<file path="src/sv/ppdec_pkg.sv">
// Shared widths, constants and types of the PPM pulse-train decoder.
// No dependencies; used by every module of the decoder.
package ppdec_pkg;

    localparam int SAMPLE_W = 48;
    localparam int HIGH_W   = 32;
    localparam int CHAN_W   = 8;
    localparam int THRESH_W = 32;

    localparam logic [THRESH_W-1:0] THRESH_RESET = 32'd3000;
    localparam logic [CHAN_W-1:0]   CHAN_MAX     = 8'd255;

    localparam int FIFO_DEPTH_DEFAULT = 2;

    localparam int IN_TDATA_W  = 8;
    localparam int OUT_TDATA_W = HIGH_W + CHAN_W + 2 * SAMPLE_W;

    // A closed period as seen by the front end.
    typedef struct packed {
        logic [SAMPLE_W-1:0] start;
        logic [SAMPLE_W-1:0] rise;
        logic [SAMPLE_W-1:0] now;
    } ppdec_event_t;

    typedef struct packed {
        logic full;
        logic empty;
    } ppdec_fifo_status_t;

endpackage

</file>
<file path="src/sv/ppm_pulse_train_decoder_core.sv">
// Top level of the PPM pulse-train decoder: front end, event queue, back end.
// Depends on ppdec_pkg, ppdec_front, ppdec_fifo and ppdec_back.
//
// Usage:
//   s_* carries one sampled line level per transfer (s_tdata[0]). Every
//   transfer numbers one sample. After a high level and a falling edge, each
//   further falling edge closes a period and yields one result on m_*.
//   m_tuser is 1 for a sync period (high time at or above sync_threshold),
//   0 for a channel period; m_tdata carries high time, channel index, and the
//   first and last sample numbers of the period.
//   sync_threshold is written through cfg_wr_en / cfg_wr_data while idle;
//   it resets to 3000.
// Timing:
//   One input transfer per cycle while the event queue is not full. A closing
//   sample's event is written into the queue when the sample is accepted; the
//   back end pops it from the queue head, and its 48-bit subtract and compare
//   feed straight into the output register that drives m_tvalid.
//   When m_tready is held low, results pile up in the output register and the
//   queue of FIFO_DEPTH events; s_tready drops only when that queue is full.
// Reset:
//   rst_n clears the sample count, phase, channel counter and the queue, and
//   restores the threshold.
module ppm_pulse_train_decoder_core
#(
    parameter int FIFO_DEPTH = ppdec_pkg::FIFO_DEPTH_DEFAULT
)
(
    input  logic                                  clk,
    input  logic                                  rst_n,
    input  logic                                  s_tvalid,
    output logic                                  s_tready,
    input  logic [ppdec_pkg::IN_TDATA_W-1:0]      s_tdata,   // [0] line_level, [7:1] zero
    output logic                                  m_tvalid,
    input  logic                                  m_tready,
    // [31:0] high_time, [39:32] channel_index, [87:40] first_sample, [135:88] last_sample
    output logic [ppdec_pkg::OUT_TDATA_W-1:0]     m_tdata,
    output logic                                  m_tuser,   // [0] is_sync
    input  logic                                  cfg_wr_en,
    input  logic [ppdec_pkg::THRESH_W-1:0]        cfg_wr_data
);

    ppdec_pkg::ppdec_event_t       push_event;
    ppdec_pkg::ppdec_event_t       pop_event;
    ppdec_pkg::ppdec_fifo_status_t fifo_status;

    logic                           accept;
    logic                           push;
    logic                           pop;
    logic [ppdec_pkg::HIGH_W-1:0]   high_time;
    logic [ppdec_pkg::CHAN_W-1:0]   channel_index;
    logic [ppdec_pkg::SAMPLE_W-1:0] first_sample;
    logic [ppdec_pkg::SAMPLE_W-1:0] last_sample;

    assign s_tready = !fifo_status.full;
    assign accept   = s_tvalid && s_tready;
    assign m_tdata  = {last_sample, first_sample, channel_index, high_time};

    ppdec_front u_front
    (
        .clk        (clk),
        .rst_n      (rst_n),
        .accept     (accept),
        .level      (s_tdata[0]),
        .push       (push),
        .push_event (push_event)
    );

    ppdec_fifo
    #(
        .DEPTH (FIFO_DEPTH)
    )
    u_fifo
    (
        .clk        (clk),
        .rst_n      (rst_n),
        .push       (push),
        .push_event (push_event),
        .pop        (pop),
        .pop_event  (pop_event),
        .status     (fifo_status)
    );

    ppdec_back u_back
    (
        .clk               (clk),
        .rst_n             (rst_n),
        .cfg_wr_en         (cfg_wr_en),
        .cfg_wr_data       (cfg_wr_data),
        .fifo_status       (fifo_status),
        .pop_event         (pop_event),
        .pop               (pop),
        .out_valid         (m_tvalid),
        .out_ready         (m_tready),
        .out_is_sync       (m_tuser),
        .out_high_time     (high_time),
        .out_channel_index (channel_index),
        .out_first_sample  (first_sample),
        .out_last_sample   (last_sample)
    );

endmodule

</file>
<file path="src/sv/ppdec_front.sv">
// Front end: counts samples, tracks line phase and emits one event per closed period.
// Depends on ppdec_pkg.
module ppdec_front
(
    input  logic                  clk,
    input  logic                  rst_n,
    input  logic                  accept,
    input  logic                  level,
    output logic                  push,
    output ppdec_pkg::ppdec_event_t push_event
);

    typedef enum logic [1:0] {
        WAIT_HIGH,
        WAIT_FIRST_FALL,
        LOW_PART,
        HIGH_PART
    } phase_t;

    phase_t                          phase_reg;
    logic [ppdec_pkg::SAMPLE_W-1:0]  sample_count_reg;
    logic [ppdec_pkg::SAMPLE_W-1:0]  period_start_reg;
    logic [ppdec_pkg::SAMPLE_W-1:0]  rise_sample_reg;

    assign push             = accept && (phase_reg == HIGH_PART) && !level;
    assign push_event.start = period_start_reg;
    assign push_event.rise  = rise_sample_reg;
    assign push_event.now   = sample_count_reg;

    always_ff @(posedge clk or negedge rst_n)
    begin
        if (!rst_n)
        begin
            phase_reg        <= WAIT_HIGH;
            sample_count_reg <= '0;
            period_start_reg <= '0;
            rise_sample_reg  <= '0;
        end
        else if (accept)
        begin
            sample_count_reg <= sample_count_reg + ppdec_pkg::SAMPLE_W'(1);
            unique case (phase_reg)
                WAIT_HIGH:
                begin
                    if (level)
                        phase_reg <= WAIT_FIRST_FALL;
                end
                WAIT_FIRST_FALL:
                begin
                    if (!level)
                    begin
                        period_start_reg <= sample_count_reg;
                        phase_reg        <= LOW_PART;
                    end
                end
                LOW_PART:
                begin
                    if (level)
                    begin
                        rise_sample_reg <= sample_count_reg;
                        phase_reg       <= HIGH_PART;
                    end
                end
                HIGH_PART:
                begin
                    if (!level)
                    begin
                        period_start_reg <= sample_count_reg;
                        phase_reg        <= LOW_PART;
                    end
                end
                default:
                begin
                    phase_reg <= WAIT_HIGH;
                end
            endcase
        end
    end

endmodule

</file>
<file path="src/sv/ppdec_fifo.sv">
// Short event queue between the front end and the back end.
// Depends on ppdec_pkg.
module ppdec_fifo
#(
    parameter int DEPTH = ppdec_pkg::FIFO_DEPTH_DEFAULT
)
(
    input  logic                        clk,
    input  logic                        rst_n,
    input  logic                        push,
    input  ppdec_pkg::ppdec_event_t     push_event,
    input  logic                        pop,
    output ppdec_pkg::ppdec_event_t     pop_event,
    output ppdec_pkg::ppdec_fifo_status_t status
);

    localparam int PTR_W = (DEPTH > 1) ? $clog2(DEPTH) : 1;
    localparam int CNT_W = $clog2(DEPTH + 1);

    ppdec_pkg::ppdec_event_t mem [DEPTH];

    logic [PTR_W-1:0] wr_ptr_reg;
    logic [PTR_W-1:0] rd_ptr_reg;
    logic [CNT_W-1:0] count_reg;

    assign status.full  = (count_reg == CNT_W'(DEPTH));
    assign status.empty = (count_reg == '0);
    assign pop_event    = mem[rd_ptr_reg];

    always_ff @(posedge clk)
    begin
        if (push)
            mem[wr_ptr_reg] <= push_event;
    end

    always_ff @(posedge clk or negedge rst_n)
    begin
        if (!rst_n)
        begin
            wr_ptr_reg <= '0;
            rd_ptr_reg <= '0;
            count_reg  <= '0;
        end
        else
        begin
            if (push)
                wr_ptr_reg <= (wr_ptr_reg == PTR_W'(DEPTH - 1)) ? '0
                                                                : wr_ptr_reg + PTR_W'(1);
            if (pop)
                rd_ptr_reg <= (rd_ptr_reg == PTR_W'(DEPTH - 1)) ? '0
                                                                : rd_ptr_reg + PTR_W'(1);
            if (push && !pop)
                count_reg <= count_reg + CNT_W'(1);
            else if (pop && !push)
                count_reg <= count_reg - CNT_W'(1);
        end
    end

endmodule

</file>
<file path="src/sv/ppdec_back.sv">
// Back end: measures high time, classifies sync vs channel, keeps the channel counter
// and holds the output register. Depends on ppdec_pkg.
module ppdec_back
(
    input  logic                                 clk,
    input  logic                                 rst_n,
    input  logic                                 cfg_wr_en,
    input  logic [ppdec_pkg::THRESH_W-1:0]       cfg_wr_data,
    input  ppdec_pkg::ppdec_fifo_status_t        fifo_status,
    input  ppdec_pkg::ppdec_event_t              pop_event,
    output logic                                 pop,
    output logic                                 out_valid,
    input  logic                                 out_ready,
    output logic                                 out_is_sync,
    output logic [ppdec_pkg::HIGH_W-1:0]         out_high_time,
    output logic [ppdec_pkg::CHAN_W-1:0]         out_channel_index,
    output logic [ppdec_pkg::SAMPLE_W-1:0]       out_first_sample,
    output logic [ppdec_pkg::SAMPLE_W-1:0]       out_last_sample
);

    logic [ppdec_pkg::THRESH_W-1:0] threshold_reg;
    logic [ppdec_pkg::CHAN_W-1:0]   channel_reg;
    logic                           valid_reg;
    logic                           is_sync_reg;
    logic [ppdec_pkg::HIGH_W-1:0]   high_time_reg;
    logic [ppdec_pkg::CHAN_W-1:0]   channel_index_reg;
    logic [ppdec_pkg::SAMPLE_W-1:0] first_sample_reg;
    logic [ppdec_pkg::SAMPLE_W-1:0] last_sample_reg;

    logic [ppdec_pkg::SAMPLE_W-1:0] diff;
    logic                           sync;
    logic [ppdec_pkg::HIGH_W-1:0]   high_sat;

    assign pop  = !fifo_status.empty && (!valid_reg || out_ready);
    assign diff = pop_event.now - pop_event.rise;
    assign sync = diff >= ppdec_pkg::SAMPLE_W'(threshold_reg);
    assign high_sat = (|diff[ppdec_pkg::SAMPLE_W-1:ppdec_pkg::HIGH_W]) ? '1
                                                                       : diff[ppdec_pkg::HIGH_W-1:0];

    assign out_valid         = valid_reg;
    assign out_is_sync       = is_sync_reg;
    assign out_high_time     = high_time_reg;
    assign out_channel_index = channel_index_reg;
    assign out_first_sample  = first_sample_reg;
    assign out_last_sample   = last_sample_reg;

    always_ff @(posedge clk)
    begin
        if (pop)
        begin
            is_sync_reg       <= sync;
            high_time_reg     <= high_sat;
            channel_index_reg <= sync ? '0 : channel_reg;
            first_sample_reg  <= pop_event.start;
            last_sample_reg   <= pop_event.now - ppdec_pkg::SAMPLE_W'(1);
        end
    end

    always_ff @(posedge clk or negedge rst_n)
    begin
        if (!rst_n)
        begin
            threshold_reg <= ppdec_pkg::THRESH_RESET;
            channel_reg   <= '0;
            valid_reg     <= 1'b0;
        end
        else
        begin
            if (cfg_wr_en)
                threshold_reg <= cfg_wr_data;
            if (pop)
            begin
                valid_reg <= 1'b1;
                if (sync)
                    channel_reg <= '0;
                else if (channel_reg != ppdec_pkg::CHAN_MAX)
                    channel_reg <= channel_reg + ppdec_pkg::CHAN_W'(1);
            end
            else if (out_ready)
            begin
                valid_reg <= 1'b0;
            end
        end
    end

endmodule

</file>
<file path="config.mk">
export PLATFORM = sky130hd
export DESIGN_NAME = ppm_pulse_train_decoder_core
export DESIGN_NICKNAME = d
export VERILOG_FILES = /design/src/sv/ppdec_pkg.sv /design/src/sv/ppm_pulse_train_decoder_core.sv /design/src/sv/ppdec_front.sv /design/src/sv/ppdec_fifo.sv /design/src/sv/ppdec_back.sv
export SDC_FILE = /design/constraint.sdc
export NUM_CORES = 1
export LEC_CHECK = 0
export ABC_AREA = 1
export ABC_CLOCK_PERIOD_IN_PS = 12300
export BUFFER_PORTS_ARGS = -buffer_cell sky130_fd_sc_hd__buf_4
export CORE_MARGIN = 2
export CORE_UTILIZATION = 55
export DETAILED_ROUTE_END_ITERATION = 8
export GPL_TIMING_DRIVEN = 0
export HOLD_SLACK_MARGIN = 0.12
export PLACE_DENSITY = 0.73
export SLEW_MARGIN = 20
export SYNTH_ARGS = -nofsm -noshare
export SYNTH_HDL_FRONTEND = slang
export SYNTH_HIERARCHICAL = 1
export SYNTH_SLANG_ARGS = --single-unit
</file>
<file path="constraint.sdc">
create_clock -name clk -period 12.3 [get_ports clk]
set_input_delay 3.075 -clock clk [delete_from_list [all_inputs] [get_ports clk]]
set_output_delay 3.075 -clock clk [all_outputs]
set_load 0.03 [all_outputs]
</file>
==> flow_summary.yaml <==
outcome:
  outcome: "finished, final reports clean"
power_and_ir_drop:
  finalPower_w: 0.00802
  power.density_mw_per_mm2: 234
  p_leak_nw: 14.6
  max-vdd-ir-drop_v: 0.000168
drt:
  drc: 0
  drt_pass1_iterations: 5
  drt_iter0_drc: 1360
  drt-wirelength-per-cell_um: 18.8
  antenna_left: 0
  num_vias: 20200
  drt_wl_total_mm: 71.8
  avgViaCountPerCell: 5.30
clocking:
  postCtsSetupRepairBufs: 0
  cts.path.max_buffers: 3
  clkTransAtPathRegs_ns: 0.06
  cts_tree: "done"
  clk_latency_ns: 0.63
  cts_sinks: 616
  cts_root_buf: "clkbuf_16"
  cts.htree.levels: 2
  ctsResizeCount: 0
  numCtsBuffers: 60
  cts_hold_buf: 0
timing:
  slew-limit-headroom_pct: 50.1
  fmax_mhz: 179
  fin_crit_sh_pct: 45.5
  setup_viol: 0
  skew_ns: 0.0160
  hold_viol_final: 0
  finalCriticalPeriod_ns: 5.59
  drv_slew: 0
  grt_setup_unrepaired: "false"
  tightest_slew_ns: 0.748
  fin_hold_ws_ns: 0.472
global_routing:
  top_usage_layer: "met2"
  overflow: 0
  grt_pass1_vias: 20400
  antenna_found_initial: 0
  grt_max_degree: 93
  met2_usage_pct: 44.7
  track_usage_pct: 26.1
  grt_pass1_wl_mm: 112
  grtUsageMet1_pct: 34.2
  grt.met3_usage_pct: 3.22
worst_setup_path:
  worst_path_most_repeated_cell: "buf_16"
  crit_chain: "buf_4 -> inv_1 -> nor2_2 -> buf_4 -> nand2_1 -> clkbuf_1 -> nor2_1 -> inv_1 -> nor2_4 -> buf_16 -> buf_16 -> buf_16 -> buf_16 -> buf_12"
  criticalPathCategory: "in2reg"
  endpoint_kind: "flop"
  ff2ff_path_depth: 26
  required_ns: 12.63
  arrival_ns: 5.92
  path_buf_inv: 10
  max_stage_delay_ns: 0.38
  startpoint_type: "input pin"
  crit_fanout: 24
  path_depth: 14
  cp_top_family: "buffers and inverters"
  cp_slowest_cell: "clkbuf_1"
finish:
  synthToLayoutAreaGrowth_pct: 16.0
  nets: 3206
  largest_reg_flops: 288
  top_register: "u_fifo/mem"
  num_antenna_cells: 0
  drive_above_1_share_pct: 17.9
  design_area_sq_mm: 0.0342
logic_synthesis:
  ys_async_sr_fraction_pct: 31.0
  ys_seq_area_share_pct: 59.5
  synth-main-ff-cell: "edfxtp_1"
  syn_inst: 2824
  synth_seq_cells: 616
  syn_nets: 2953
  syn_area_per_cell_sq_um: 10.4
  netlist_area_sq_mm: 0.0295
  yosysWarnings: 6
  synth_edf_count: 425
  yosysUniqueCellTypes: 51
min_path:
  hold_path_depth: 0
  min_path_type: "reg2reg"
die:
  coreArea_sq_mm: 0.0528
  die_h_um: 236
  die_width_um: 236
  placementRows: 84
  io-pin-count: 184
  start_util_pct: 55.9
  die_area_sq_mm: 0.0555
flow_run:
  maxCapViolCount: 0
placed_design:
  place_hpwl_mm: 54.7
  globalplace.congestion: 0.925
  place_area_sq_mm: 0.0321
  portBuffers: 175
==> path summary, 6_finish.rpt <==
check,startpoint,endpoint,slack (ns)
min in group asynchronous,rst_n,u_back/threshold_reg[6],2.33
min reg2reg,u_front/rise_sample_reg[24],u_fifo/mem[0][72],0.47
min,u_front/rise_sample_reg[24],u_fifo/mem[0][72],0.47
max,s_tvalid,u_fifo/mem[0][42],6.71
max reg2reg,u_fifo/rd_ptr_reg,u_back/channel_reg[5],7.07
max in group asynchronous,rst_n,u_front/period_start_reg[36],8.87
==> cell families (layout without fill, tap and decap cells) <==
| kind of cell | Yosys count | count (layout) | share of synthesized area [%] |
|---|---|---|---|
| simple gates | 1185 | 1185 | 17.5 |
| flops | 616 | 616 | 59.5 |
| buf+inv | 470 | 774 | 6.24 |
| compound gates | 219 | 219 | 3.90 |
| mux | 145 | 145 | 6.17 |
| xor+xnor | 105 | 105 | 3.12 |
| fa+ha+maj | 84 | 84 | 3.59 |
==> layer usage <==
layer / part of all wire [%] / vias to the layer above / wire, um
met2: 49 / 576 / 34900
li1: - / 9777 / -
met4: 3.8 / 0 / 2710
met3: 5.2 / 124 / 3740
met5: 0 / - / 0
met1: 42 / 9734 / 30500
==> cells in the mapped netlist, types with 2 or more instances <==
library cell	instances	area, sq um
xnor2_1	27	236
nor4_1	4	25.0
a21oi_1	49	245
ha_1	83	1040
dfrtp_1	184	4600
buf_6	7	78.8
and2_1	2	12.5
mux2_2	95	1070
o21ai_1	7	35.0
nand2_1	691	2590
nand2_4	2	22.5
nor2_4	9	101
and3_1	2	12.5
nor2_1	222	833
o21ai_0	141	706
o21ai_2	2	17.5
a21o_1	2	15.0
o21bai_1	7	52.6
or2_2	4	25.0
inv_1	407	1530
clkbuf_1	22	82.6
nand3_1	93	465
xor2_1	78	683
nand3b_1	5	37.5
nand4_2	2	25.0
a31oi_1	5	31.3
nor2_8	2	40.0
edfxtp_1	425	12800
buf_2	17	85.1
or2_1	31	194
nor2_2	23	144
inv_2	16	60.1
nand3_2	5	50.1
dfstp_2	7	184
nor3_1	21	105
mux2_4	50	751
nand2_2	20	125
nor3_2	7	70.1
nand4_1	36	225
==> layout by cell type, fill, tap and decap left out, types with 6 or more instances in the layout <==
master     instances
nand2_1          691
edfxtp_1         425
inv_1            406
nor2_1           221
dfrtp_1          184
buf_4            175
o21ai_0          141
mux2_2            95
nand3_1           93
ha_1              83
xor2_1            78
clkbuf_16         61
mux2_4            50
a21oi_1           48
nand4_1           36
clkbuf_1          35
or2_1             31
xnor2_1           27
nor2_2            23
nor3_1            21
nand2_2           20
buf_2             17
inv_2             16
buf_16            14
nor2_4            10
clkinv_2           9
clkbuf_8           8
bufinv_16          8
nor3_2             7
o21bai_1           7
o21ai_1            7
dfstp_2            7
buf_6              7
clkinv_1           6
==> final cells by class <==
type	count	area (sq um)
buffer	47	254
clock buffer	82	1690
clock inverter	31	403
fill	4095	18500
inverter	423	1600
multi-input combinational	1738	10100
sequential	616	17600
tap	688	861
timing repair buffer	191	1750
==> metrics by stage <==
stage	utilization [%]	setup TNS, ns	instances	worst slack [ns]
6_report	64.9	0	3816	6.71
5_1_grt	64.9	0	3816	6.53
4_1_cts	64.9	0	3816	6.71
3_5_place_dp	60.9	0	3703	6.08
3_3_place_gp	60.1	-508.54	3687	-2.49
2_1_floorplan	-	0	2824	0.691
==> where the power goes <==
part           internal (W)  total (W)  switching [W]
clock network       0.00113    0.00190       0.000772
registers           0.00270    0.00289       0.000188
logic               0.00116    0.00324        0.00208
==> worst reg2reg max path: cells and delay by family (launching register included) <==
family                   cells  cell delay, ns
adder cells (fa/ha/maj)      3            0.81
AO/OA/AOI/OAI                5            1.12
flip-flops                   1            0.34
AND/OR/NAND/NOR             11            1.36
multiplexers                 1            0.44
XOR/XNOR                     1            0.23
buffers and inverters        5            0.82
Note: power is estimated with default switching activity, not from simulation.
